### config.mk
export PLATFORM = sky130hd
export DESIGN_NAME = pump_drive_guard_soft_start_core
export DESIGN_NICKNAME = d
export VERILOG_FILES = /design/src/hw/rtl/pdgss_pkg.sv /design/src/hw/rtl/pdgss_guard.sv /design/src/hw/rtl/pdgss_drive.sv /design/src/hw/rtl/pump_drive_guard_soft_start_core.sv
export SDC_FILE = /design/constraint.sdc
export NUM_CORES = 1
export LEC_CHECK = 0
export BUFFER_PORTS_ARGS = -buffer_cell sky130_fd_sc_hd__buf_2
export CORE_MARGIN = 2
export CORE_UTILIZATION = 35
export DETAILED_ROUTE_END_ITERATION = 8
export PLACE_DENSITY = 0.52
export SYNTH_ARGS = -nofsm -noshare
export SYNTH_HDL_FRONTEND = slang
export SYNTH_HIERARCHICAL = 1
export SYNTH_SLANG_ARGS = --single-unit
export TNS_END_PERCENT = 5
### constraint.sdc
create_clock -name clock -period 13.5 [get_ports clock]
set_clock_uncertainty 0.15 [all_clocks]
set_input_delay 2.7 -clock clock [delete_from_list [all_inputs] [get_ports clock]]
set_output_delay 2.7 -clock clock [all_outputs]
set_load 0.05 [all_outputs]
### src/hw/rtl/pdgss_pkg.sv
// Shared types, codes and constants of the pump guard and soft-start driver.
package pdgss_pkg;

   localparam int RAMP_STEPS_DEF     = 30;
   localparam int GUARD_PRESCALE_DEF = 10;

   localparam int LIMIT_W   = 16;
   localparam int TIME_W    = 16;
   localparam int ELAPSED_W = 17;
   localparam int PRESC_W   = 4;
   localparam int DUTY_W    = 10;
   localparam int CSR_ADDR_W = 4;
   localparam int CSR_DATA_W = 32;
   localparam int REQ_DATA_W = 40;
   localparam int RSP_DATA_W = 16;

   localparam logic [ELAPSED_W-1:0] PHASE_MARGIN = ELAPSED_W'(10);
   localparam logic [DUTY_W-1:0]    FULL_DUTY    = DUTY_W'(1000);

   localparam logic [LIMIT_W-1:0] WORK_LIMIT_RST  = LIMIT_W'(3600);
   localparam logic [LIMIT_W-1:0] PAUSE_LIMIT_RST = LIMIT_W'(3600);
   localparam logic [DUTY_W-1:0]  MIN_DUTY_RST    = DUTY_W'(250);

   typedef enum logic [1:0] {
      REG_WORK_LIMIT  = 2'd0,
      REG_PAUSE_LIMIT = 2'd1,
      REG_MIN_DUTY    = 2'd2,
      REG_DIRECT      = 2'd3
   } csr_reg_type;

   typedef enum logic [1:0] {
      MODE_OFF  = 2'd0,
      MODE_RAMP = 2'd1,
      MODE_FULL = 2'd2
   } drive_mode_type;

   typedef struct packed {
      logic                pump_request;
      logic [TIME_W-1:0]   work_time;
      logic [TIME_W-1:0]   pause_time;
      logic                clock_fault;
      logic                guard_tick;
      logic                drive_tick;
      logic                count_restart;
   } item_type;

   typedef struct packed {
      logic [LIMIT_W-1:0] work_overtime_limit;
      logic [LIMIT_W-1:0] pause_overtime_limit;
      logic [DUTY_W-1:0]  ramp_min_duty;
      logic               direct_drive;
   } cfg_type;

endpackage

### src/hw/rtl/pdgss_guard.sv
// Phase watchdog: prescaler, elapsed count and held fault flag.
module pdgss_guard #(
   parameter int GUARD_PRESCALE = pdgss_pkg::GUARD_PRESCALE_DEF
) (
   input  logic                clock,
   input  logic                reset,
   input  logic                advance,
   input  pdgss_pkg::item_type item,
   input  pdgss_pkg::cfg_type  cfg,
   output logic                fault_now
);

   logic                                last_request_ff, last_request_in;
   logic [pdgss_pkg::PRESC_W-1:0]       prescale_ff, prescale_in;
   logic [pdgss_pkg::ELAPSED_W-1:0]     elapsed_ff, elapsed_in;
   logic                                fault_ff, fault_in;

   logic [pdgss_pkg::PRESC_W-1:0]       presc_base, presc_inc;
   logic [pdgss_pkg::ELAPSED_W-1:0]     elapsed_base, elapsed_cnt, hard, phase_cap;
   logic                                fault_base;
   logic [pdgss_pkg::TIME_W-1:0]        phase_time;

   always_comb begin
      presc_base   = item.count_restart ? '0 : prescale_ff;
      elapsed_base = item.count_restart ? '0 : elapsed_ff;
      fault_base   = item.count_restart ? 1'b0 : fault_ff;

      presc_inc  = presc_base + pdgss_pkg::PRESC_W'(1);
      phase_time = item.pump_request ? item.work_time : item.pause_time;
      hard = pdgss_pkg::ELAPSED_W'(item.pump_request ? cfg.work_overtime_limit
                                                     : cfg.pause_overtime_limit);
      phase_cap = pdgss_pkg::ELAPSED_W'(phase_time) + pdgss_pkg::PHASE_MARGIN;

      last_request_in = last_request_ff;
      prescale_in     = presc_base;
      elapsed_in      = elapsed_base;
      fault_in        = fault_base;
      elapsed_cnt     = elapsed_base;

      if (item.guard_tick) begin
         if (item.pump_request != last_request_ff) begin
            last_request_in = item.pump_request;
            prescale_in     = '0;
            elapsed_in      = '0;
            fault_in        = 1'b0;
         end else begin
            if (presc_inc >= pdgss_pkg::PRESC_W'(GUARD_PRESCALE)) begin
               prescale_in = '0;
               elapsed_cnt = elapsed_base + pdgss_pkg::ELAPSED_W'(1);
            end else begin
               prescale_in = presc_inc;
            end
            priority if (elapsed_cnt >= hard) begin
               elapsed_in = hard + pdgss_pkg::ELAPSED_W'(1);
               fault_in   = 1'b1;
            end else if (elapsed_cnt >= phase_cap) begin
               elapsed_in = phase_cap + pdgss_pkg::ELAPSED_W'(1);
               fault_in   = 1'b1;
            end else begin
               elapsed_in = elapsed_cnt;
            end
         end
      end
   end

   assign fault_now = fault_in;

   always_ff @(posedge clock) begin
      if (reset) begin
         last_request_ff <= 1'b0;
         prescale_ff     <= '0;
         elapsed_ff      <= '0;
         fault_ff        <= 1'b0;
      end else if (advance) begin
         last_request_ff <= last_request_in;
         prescale_ff     <= prescale_in;
         elapsed_ff      <= elapsed_in;
         fault_ff        <= fault_in;
      end
   end

endmodule

### src/hw/rtl/pdgss_drive.sv
// Drive step: enable tracking, soft-start ramp and full-on selection.
module pdgss_drive #(
   parameter int RAMP_STEPS = pdgss_pkg::RAMP_STEPS_DEF
) (
   input  logic                               clock,
   input  logic                               reset,
   input  logic                               advance,
   input  pdgss_pkg::item_type                item,
   input  logic                               fault_now,
   input  pdgss_pkg::cfg_type                 cfg,
   input  pdgss_pkg::cfg_type                 cfg_next,
   output pdgss_pkg::drive_mode_type          mode_now,
   output logic [pdgss_pkg::DUTY_W-1:0]       duty_now
);

   localparam int STEP_W  = $clog2(RAMP_STEPS + 1);
   localparam int PROD_W  = pdgss_pkg::DUTY_W + STEP_W;
   localparam int SHIFT   = PROD_W + $clog2(RAMP_STEPS);
   localparam int RECIP_W = SHIFT + 1;
   localparam longint unsigned RECIP =
      ((64'd1 << SHIFT) + 64'(RAMP_STEPS) - 64'd1) / 64'(RAMP_STEPS);

   logic                               enable_last_ff, enable_last_in;
   logic [STEP_W-1:0]                  step_ff, step_in;
   pdgss_pkg::drive_mode_type          mode_ff, mode_in;
   logic [pdgss_pkg::DUTY_W-1:0]       duty_ff, duty_in;
   logic [PROD_W-1:0]                  prod_ff, prod_in;

   logic                               enable;
   logic [STEP_W-1:0]                  step_cur, step_ahead;
   logic [pdgss_pkg::DUTY_W-1:0]       lo, lo_next, span_next;
   logic [PROD_W+RECIP_W-1:0]          scaled;
   logic [pdgss_pkg::DUTY_W-1:0]       quot;
   logic [pdgss_pkg::DUTY_W:0]         ramp_duty;

   always_comb begin
      enable   = item.pump_request & ~fault_now & ~item.clock_fault;
      step_cur = enable_last_ff ? step_ff : '0;
      lo = (cfg.ramp_min_duty > pdgss_pkg::FULL_DUTY) ? pdgss_pkg::FULL_DUTY
                                                      : cfg.ramp_min_duty;
      scaled    = PROD_W'(prod_ff) * RECIP_W'(RECIP);
      quot      = scaled[SHIFT +: pdgss_pkg::DUTY_W];
      ramp_duty = {1'b0, lo} + {1'b0, quot};

      enable_last_in = enable_last_ff;
      step_in        = step_ff;
      mode_in        = mode_ff;
      duty_in        = duty_ff;

      if (advance && item.drive_tick) begin
         enable_last_in = enable;
         if (!enable) begin
            mode_in = pdgss_pkg::MODE_OFF;
            duty_in = '0;
            step_in = '0;
         end else if (cfg.direct_drive || step_cur >= STEP_W'(RAMP_STEPS)) begin
            mode_in = pdgss_pkg::MODE_FULL;
            duty_in = pdgss_pkg::FULL_DUTY;
            step_in = step_cur;
         end else begin
            mode_in = pdgss_pkg::MODE_RAMP;
            duty_in = ramp_duty[pdgss_pkg::DUTY_W-1:0];
            step_in = step_cur + STEP_W'(1);
         end
      end

      lo_next = (cfg_next.ramp_min_duty > pdgss_pkg::FULL_DUTY) ? pdgss_pkg::FULL_DUTY
                                                                : cfg_next.ramp_min_duty;
      span_next  = pdgss_pkg::FULL_DUTY - lo_next;
      step_ahead = enable_last_in ? step_in : '0;
      prod_in    = PROD_W'(span_next) * PROD_W'(step_ahead);
   end

   assign mode_now = mode_in;
   assign duty_now = duty_in;

   always_ff @(posedge clock) begin
      if (reset) begin
         enable_last_ff <= 1'b0;
         step_ff        <= '0;
         mode_ff        <= pdgss_pkg::MODE_OFF;
         duty_ff        <= '0;
         prod_ff        <= '0;
      end else begin
         enable_last_ff <= enable_last_in;
         step_ff        <= step_in;
         mode_ff        <= mode_in;
         duty_ff        <= duty_in;
         prod_ff        <= prod_in;
      end
   end

endmodule

### src/hw/rtl/pump_drive_guard_soft_start_core.sv
// Top level of the pump guard and soft-start driver with stream and register ports.
//
//   Port group  Direction  Handshake          Content
//   req_*       in         tvalid/tready      one request per guard/drive event
//   rsp_*       out        tvalid/tready      fault, drive mode and duty
//   csr_*       in/out     psel/penable       limits, ramp start duty, direct mode
//
// A request is registered on entry and its result is registered in the response register,
// so one request is taken every cycle while the result is not stalled.
// The guard and drive state update in the result cycle, which closes the loop
// between consecutive requests. A stalled result holds both stages; reset clears
// all control state and loads the register defaults.
module pump_drive_guard_soft_start_core #(
   parameter int RAMP_STEPS     = pdgss_pkg::RAMP_STEPS_DEF,
   parameter int GUARD_PRESCALE = pdgss_pkg::GUARD_PRESCALE_DEF
) (
   input  logic                                clock,
   input  logic                                reset,
   input  logic                                req_tvalid,
   output logic                                req_tready,
   // [0] pump_request, [16:1] work_time, [32:17] pause_time, [33] clock_fault,
   // [34] guard_tick, [35] drive_tick, [36] count_restart, [39:37] zero
   input  logic [pdgss_pkg::REQ_DATA_W-1:0]    req_tdata,
   output logic                                rsp_tvalid,
   input  logic                                rsp_tready,
   // [0] pump_fault, [2:1] drive_mode, [12:3] pwm_duty, [15:13] zero
   output logic [pdgss_pkg::RSP_DATA_W-1:0]    rsp_tdata,
   input  logic                                csr_psel,
   input  logic                                csr_penable,
   input  logic                                csr_pwrite,
   input  logic [pdgss_pkg::CSR_ADDR_W-1:0]    csr_paddr,
   input  logic [pdgss_pkg::CSR_DATA_W-1:0]    csr_pwdata,
   output logic [pdgss_pkg::CSR_DATA_W-1:0]    csr_prdata,
   output logic                                csr_pready
);

   pdgss_pkg::cfg_type               cfg_ff, cfg_in;
   pdgss_pkg::csr_reg_type           reg_sel;
   logic                             csr_write;

   logic                             in_valid_ff, in_valid_in;
   pdgss_pkg::item_type              in_item_ff;
   logic                             rsp_valid_ff, rsp_valid_in;
   logic [pdgss_pkg::RSP_DATA_W-1:0] rsp_data_ff;

   logic                             advance;
   logic                             fault_now;
   pdgss_pkg::drive_mode_type        mode_now;
   logic [pdgss_pkg::DUTY_W-1:0]     duty_now;

   assign csr_pready = 1'b1;
   assign reg_sel    = pdgss_pkg::csr_reg_type'(csr_paddr[3:2]);
   assign csr_write  = csr_psel & csr_penable & csr_pwrite & csr_pready;

   always_comb begin
      cfg_in = cfg_ff;
      if (csr_write) begin
         unique case (reg_sel)
            pdgss_pkg::REG_WORK_LIMIT:
               cfg_in.work_overtime_limit = csr_pwdata[pdgss_pkg::LIMIT_W-1:0];
            pdgss_pkg::REG_PAUSE_LIMIT:
               cfg_in.pause_overtime_limit = csr_pwdata[pdgss_pkg::LIMIT_W-1:0];
            pdgss_pkg::REG_MIN_DUTY:
               cfg_in.ramp_min_duty = csr_pwdata[pdgss_pkg::DUTY_W-1:0];
            pdgss_pkg::REG_DIRECT:
               cfg_in.direct_drive = csr_pwdata[0];
            default: cfg_in = cfg_ff;
         endcase
      end
   end

   always_comb begin
      unique case (reg_sel)
         pdgss_pkg::REG_WORK_LIMIT:
            csr_prdata = pdgss_pkg::CSR_DATA_W'(cfg_ff.work_overtime_limit);
         pdgss_pkg::REG_PAUSE_LIMIT:
            csr_prdata = pdgss_pkg::CSR_DATA_W'(cfg_ff.pause_overtime_limit);
         pdgss_pkg::REG_MIN_DUTY:
            csr_prdata = pdgss_pkg::CSR_DATA_W'(cfg_ff.ramp_min_duty);
         pdgss_pkg::REG_DIRECT:
            csr_prdata = pdgss_pkg::CSR_DATA_W'(cfg_ff.direct_drive);
         default: csr_prdata = '0;
      endcase
   end

   always_ff @(posedge clock) begin
      if (reset) begin
         cfg_ff.work_overtime_limit  <= pdgss_pkg::WORK_LIMIT_RST;
         cfg_ff.pause_overtime_limit <= pdgss_pkg::PAUSE_LIMIT_RST;
         cfg_ff.ramp_min_duty        <= pdgss_pkg::MIN_DUTY_RST;
         cfg_ff.direct_drive         <= 1'b0;
      end else begin
         cfg_ff <= cfg_in;
      end
   end

   assign advance    = in_valid_ff & (~rsp_valid_ff | rsp_tready);
   assign req_tready = ~in_valid_ff | advance;

   always_comb begin
      in_valid_in  = in_valid_ff;
      rsp_valid_in = rsp_valid_ff;
      if (req_tready) begin
         in_valid_in = req_tvalid;
      end
      if (advance) begin
         rsp_valid_in = 1'b1;
      end else if (rsp_tready) begin
         rsp_valid_in = 1'b0;
      end
   end

   always_ff @(posedge clock) begin
      if (reset) begin
         in_valid_ff  <= 1'b0;
         rsp_valid_ff <= 1'b0;
      end else begin
         in_valid_ff  <= in_valid_in;
         rsp_valid_ff <= rsp_valid_in;
      end
   end

   always_ff @(posedge clock) begin
      if (req_tvalid && req_tready) begin
         in_item_ff.pump_request  <= req_tdata[0];
         in_item_ff.work_time     <= req_tdata[16:1];
         in_item_ff.pause_time    <= req_tdata[32:17];
         in_item_ff.clock_fault   <= req_tdata[33];
         in_item_ff.guard_tick    <= req_tdata[34];
         in_item_ff.drive_tick    <= req_tdata[35];
         in_item_ff.count_restart <= req_tdata[36];
      end
      if (advance) begin
         rsp_data_ff <= {3'b000, duty_now, mode_now, fault_now};
      end
   end

   assign rsp_tvalid = rsp_valid_ff;
   assign rsp_tdata  = rsp_data_ff;

   pdgss_guard #(
      .GUARD_PRESCALE (GUARD_PRESCALE)
   ) u_guard (
      .clock     (clock),
      .reset     (reset),
      .advance   (advance),
      .item      (in_item_ff),
      .cfg       (cfg_ff),
      .fault_now (fault_now)
   );

   pdgss_drive #(
      .RAMP_STEPS (RAMP_STEPS)
   ) u_drive (
      .clock     (clock),
      .reset     (reset),
      .advance   (advance),
      .item      (in_item_ff),
      .fault_now (fault_now),
      .cfg       (cfg_ff),
      .cfg_next  (cfg_in),
      .mode_now  (mode_now),
      .duty_now  (duty_now)
   );

endmodule

* Word-level counts from Yosys, hierarchy flattened
Index checks and enable logic that the tools add are counted.
** Word-level totals
- Output and inout port bits :: 51
- Register bits :: 151
** Operators by class
- $lt $le $gt $ge :: 6
- Equality and inequality tests :: 4
- Multiplexer cells :: 39
- Add/subtract/negate cells :: 8
- Reductions and logical operators :: 9
- Multiply operators :: 2
- Bitwise logic cells :: 11
** Operators by type and width (number)
- two-way mux 17 bit :: 8
- case mux 32 bit (4 select lines) :: 1
- two-way mux 10 bit :: 6
- adder 17 x 1 -> 17 bit, second input constant :: 3
- greater-or-equal comparator 17 bit :: 2
- two-way mux 16 bit :: 2
- multiplier 15 x 16 -> 30 bit, second input constant :: 1
- two-way mux 5 bit :: 5
- > comparator 10 bit, second input constant :: 2
- adder 16 x 4 -> 17 bit, second input constant :: 1
- two-way mux 4 bit :: 4
- multiplier 10 x 5 -> 15 bit :: 1
- two-way mux 11 bit :: 1
- adder 10 bit :: 1
- subtractor 10 bit, first input constant :: 1
- two-way mux 1 bit :: 9
- two-way mux 2 bit :: 3
- AND reduction 2 bit :: 3
- adder 5 x 1 -> 5 bit, second input constant :: 1
- bitwise AND 1 bit :: 5
- greater-or-equal comparator 5 bit, second input constant :: 1
- adder 4 x 1 -> 4 bit, second input constant :: 1
- == test 2 bit, second input constant :: 2
- greater-or-equal comparator 4 bit, second input constant :: 1
- other kinds (9) :: 14

* Logic depth before layout (Yosys ltp)
- Word-level depth :: 18
- Depth in mapped cells :: 46
- Depth with buffers taken out :: 40

* Modules after synthesis
The synthesis kept the hierarchy.
** By module, submodules not included
- pdgss_drive :: times used 1, cells each 622, area an instance 5348.9 µm²
- pump_drive_guard_soft_start_core :: times used 1, cells each 346, area an instance 4335.4 µm²
- pdgss_guard :: times used 1, cells each 516, area an instance 3977.6 µm²

* Worst setup path after synthesis
No wires, ideal clock.
- Kind :: register -> register
- From :: reg in_item_ff[36] (netlist name)
- To :: reg u_drive.prod_ff[14]
- Path slack :: 4.108 ns
- Clock period less this slack :: 9.392 ns
- Data required time :: 13.222 ns
- Cell stages (with the launch flop) :: 45
- Arrival time :: 9.115 ns
- Cell sequence :: edfxtp_1 -> buf_6 -> buf_6 -> buf_4 -> buf_4 -> buf_4 -> buf_4 -> mux2i_1 -> inv_1 -> ha_1 -> buf_2 -> nor2_1 -> o22ai_2 -> and3_1 -> nand2_1 -> xnor2_1 -> mux2i_1 -> ha_1 -> [... 9 more ...] -> nor4b_4 -> nand2_2 -> nor3_1 -> o22ai_1 -> or3_1 -> fa_1 -> fa_1 -> fa_1 -> inv_1 -> ha_1 -> a21o_1 -> a21oi_2 -> o21ai_1 -> a2111o_1 -> a41oi_1 -> o21ai_1 -> xor2_1 -> nor2_1
** Between the ends
- Longest elaborated chain between the ends :: 14
- Elaborated cells between the ends (all ways) :: 18
- Classes of those cells :: add/sub (1); mul (1); order compare (2); eq/ne (1); mux (10); bitwise (3)
** RTL lines
- start: declaration :: line pump_drive_guard_soft_start_core.sv:42 : pdgss_pkg::item_type in_item_ff;
- two-way mux 16 bit :: line pdgss_guard.sv:29 : phase_time = item.pump_request ? item.work_time : item.pause_time;
- adder 16 x 4 -> 17 bit :: line pdgss_guard.sv:32 : phase_cap = pdgss_pkg::ELAPSED_W'(phase_time) + pdgss_pkg::PHASE_MARGIN;
- greater-or-equal comparator 17 bit :: line pdgss_guard.sv:56 : end else if (elapsed_cnt >= phase_cap) begin
- two-way mux 1 bit :: line pdgss_guard.sv:56
- two-way mux 1 bit :: line pdgss_guard.sv:53 : priority if (elapsed_cnt >= hard) begin
- two-way mux 1 bit (*) :: line pdgss_guard.sv:41 : if (item.pump_request != last_request_ff) begin
- two-way mux 1 bit (*) :: line pdgss_guard.sv:40 : if (item.guard_tick) begin
- via fault_now :: line pump_drive_guard_soft_start_core.sv:47 : logic fault_now;
- NOT 1 bit (*) :: line pdgss_drive.sv:37 : enable = item.pump_request & ~fault_now & ~item.clock_fault;
- bitwise AND 1 bit (*) (2 in a row) :: line pdgss_drive.sv:37
- two-way mux 5 bit :: line pdgss_drive.sv:52 : if (!enable) begin
- two-way mux 5 bit :: line pdgss_drive.sv:50 : if (advance && item.drive_tick) begin
- two-way mux 5 bit (*) :: line pdgss_drive.sv:70 : step_ahead = enable_last_in ? step_in : '0;
- multiplier 10 x 5 -> 15 bit (*) :: line pdgss_drive.sv:71 : prod_in = PROD_W'(span_next) * PROD_W'(step_ahead);
- end signal: assignment :: line pdgss_drive.sv:89 : prod_ff <= prod_in;
- end: declaration :: line pdgss_drive.sv:27 : logic [PROD_W-1:0] prod_ff, prod_in;
The timed path passes the listed nets; every way through them passes the cells marked *.
A chain may end at the register's enable or synchronous reset.

* Worst setup path after layout
- From :: reg in_item_ff[0] (netlist name)
- To :: reg u_drive.prod_ff[14]
** Between the ends
- Longest elaborated chain between the ends :: 18
- Elaborated cells between the ends (all ways) :: 23
- Classes of those cells :: add/sub (2); mul (1); order compare (3); mux (14); bitwise (3)
** RTL lines
- two-way mux 4 bit :: line pdgss_guard.sv:24 : presc_base = item.count_restart ? '0 : prescale_ff;
- adder 4 x 1 -> 4 bit :: line pdgss_guard.sv:28 : presc_inc = presc_base + pdgss_pkg::PRESC_W'(1);
- greater-or-equal comparator 4 bit :: line pdgss_guard.sv:47 : if (presc_inc >= pdgss_pkg::PRESC_W'(GUARD_PRESCALE)) begin
- two-way mux 17 bit :: line pdgss_guard.sv:47
- two-way mux 17 bit :: line pdgss_guard.sv:41
- two-way mux 17 bit :: line pdgss_guard.sv:40
- greater-or-equal comparator 17 bit :: line pdgss_guard.sv:56
- two-way mux 1 bit :: line pdgss_guard.sv:56
- [... 2 more ...]
- two-way mux 1 bit (*) :: line pdgss_guard.sv:40
- via fault_now :: line pump_drive_guard_soft_start_core.sv:47
- NOT 1 bit (*) :: line pdgss_drive.sv:37
- bitwise AND 1 bit (*) (2 in a row) :: line pdgss_drive.sv:37
- two-way mux 5 bit :: line pdgss_drive.sv:52
- two-way mux 5 bit :: line pdgss_drive.sv:50
- two-way mux 5 bit (*) :: line pdgss_drive.sv:70
- multiplier 10 x 5 -> 15 bit (*) :: line pdgss_drive.sv:71
The timed path passes the listed nets; every way through them passes the cells marked *. The select of a mux whose other input is x is not followed.

==> results by group <==
Placed design
  • Area after DPL: 0.0140 sq mm
  • GP Congestion: roughly 0.82
  • Port bufs: 92
  • HPWL Detailed: 25300 um

Global route
  • Initial antenna violation count: 0
  • Vias in the first global route: slightly above 10000
  • Grt ovf: 0
  • Largest net degree at the start of global routing: 93
  • First-pass GRT wire length: around 52000 um
  • GRT Overall Usage: 16.8%

Floorplanning
  • FP Rows: 71
  • Starting Density: 35.3%
  • Die height: slightly below 200 um
  • Die width: ~200 um
  • Die area: between 0.03 and 0.04 sq mm
  • # IOs: between 100 and 150
  • Core Box Area: 0.0375 sq mm

Drt
  • Vias per cell: 5.03
  • Initial DRC count: ~550
  • Residual DRC count: 0
  • Drt first pass iters: 5
  • Routed Antenna Nets: 0
  • Routed wire length: approximately 32000 um
  • Routed length per instance: ~16 um
  • Via count: between 10000 and 15000

Layout
  • Fin nets: 1805
  • Most common cell after layout, fill and taps aside: ha_1
  • Antenna Diode Count: 0
  • Most frequent cells in the layout: ha_1 (158), nand2_1 (129), nor2_1 (125)
  • Share of cells above drive strength 1: 12.6%
  • Final Cell Area: between 0.01 and 0.015 sq mm
  • Fill count: 3856
  • Synth-to-Final Area Change: 10.4%

Worst setup path
  • WP data arrival: 10.37 ns
  • Slowest-stage cell, CP: nor4b_4
  • CP max FO: 26
  • Critical Path Sink Type: register
  • Crit path largest cell delay: 0.62 ns
  • CP Data Required Time: 13.67 ns
  • Cell with the most instances on the worst path: nand2_1
  • CP Launch Type: register
  • Setup CP Type: register to register

Clock tree
  • Clock root buffer: clkbuf_16
  • Total number of H-tree levels: 4
  • Inserted Clock Buffers: 17
  • Hold bufs inserted after CTS: 0
  • Clock-pin slew on the worst setup and hold paths: 0.06 ns
  • Clock Path Buffers: 2
  • Clk_lat worst skew: 0.44 ns
  • Setup bufs post-CTS: 0
  • CTS tree: done
  • CTS Sinks: 151
  • Post_cts resized: 0

Worst hold path
  • Hold WC Path Type: register to register

STA
  • RSZ-0062 raised after global routing: false
  • Crit share post-route: 75.5%
  • Final setup viols: 0
  • Fin crit period: about 10 ns
  • Max-slew violation count: 0
  • Worst slew margin: between 30% and 40%
  • Actual slew at the worst max-slew pin: 0.998 ns
  • Final Hold Viols: 0
  • Fin Setup TNS: 0 ns
  • Achievable frequency: 0.0981 GHz

Pwr
  • Static Leak: ~6.8 nW
  • Power Total: 0.00111 W
  • Power Dens Cells: 76.0 mW/mm^2
  • Peak supply drop: just under 0.0001 V

Logic synthesis
  • Avg Inst Size Synth: just over 9 sq um
  • Mapped Cells: 1450
  • Synth warn: 6
  • Syn Std Cell Area: 0.0132 sq mm

Flow run
  • Max-capacitance violation count: 0

Run status
  • Status: completed
-- routing by layer --
| metal | global-route usage, % | wire, um |
|---|---|---|
| met2 | 26.1 | 14100 |
| met4 | 4.42 | 462 |
| met1 | 24.0 | 16600 |
| met5 | 0 | 0 |
| met3 | 2.63 | 1200 |
-- metrics by stage --
stage          std cells  utilization [%]  hold WS (ns)  setup WS [ns]
2_1_floorplan       1468                -         0.290           4.11
3_3_place_gp        2010             37.5         0.298           3.53
3_5_place_dp        2010             37.5         0.312           3.40
4_1_cts             2040             39.0         0.322           3.34
5_1_grt             2040             39.0         0.348           2.74
6_report            2040             39.0         0.317           3.31
-- where the power goes --
part | internal [W] | switching [W]
clock network | 0.000279 | 0.000196
logic | 0.0000480 | 0.0000972
registers | 0.000482 | 0.0000102
-- layout make-up --
cell class              count  area (sq um)  area share [%]
repair buffers            102           538            3.68
clock inverters             6          36.3           0.248
inverters                  98           368            2.51
multi-input cells        1148          8980            61.4
clock buffers              24           544            3.72
flip-flops and latches    151          3520            24.1
well taps                 511           639            4.37
-- worst paths after layout --
path	start	depth (start not counted)	slack [ns]	end
min	u_drive/duty_ff[3]	2	0.32	u_drive/duty_ff[3]
max reg2reg	in_item_ff[0]	39	3.31	u_drive/prod_ff[14]
min reg2reg	u_drive/duty_ff[3]	2	0.32	u_drive/duty_ff[3]
max	in_item_ff[0]	39	3.31	u_drive/prod_ff[14]
-- worst max-delay path, delay by kind of cell (launching register included) --
kind	cells	cell delay, ns
AO/OA/AOI/OAI	12	2.81
XOR/XNOR	3	0.71
adder cells (fa/ha/maj)	6	2.48
buffers and inverters	5	0.88
flip-flops	1	0.32
AND/OR/NAND/NOR	13	2.70
-- registers in the layout, summed over array words and instances, names as in the netlist, 2 cells and up --
signal	flops
rsp_tdata	13
u_drive/prod_ff	15
u_drive/mode_ff	2
u_guard/elapsed_ff	17
in_item_ff	37
u_drive/duty_ff	10
u_guard/prescale_ff	4
u_drive/step_ff	5
cfg_ff	43
No activity file was read; power rests on OpenSTA's default activity.
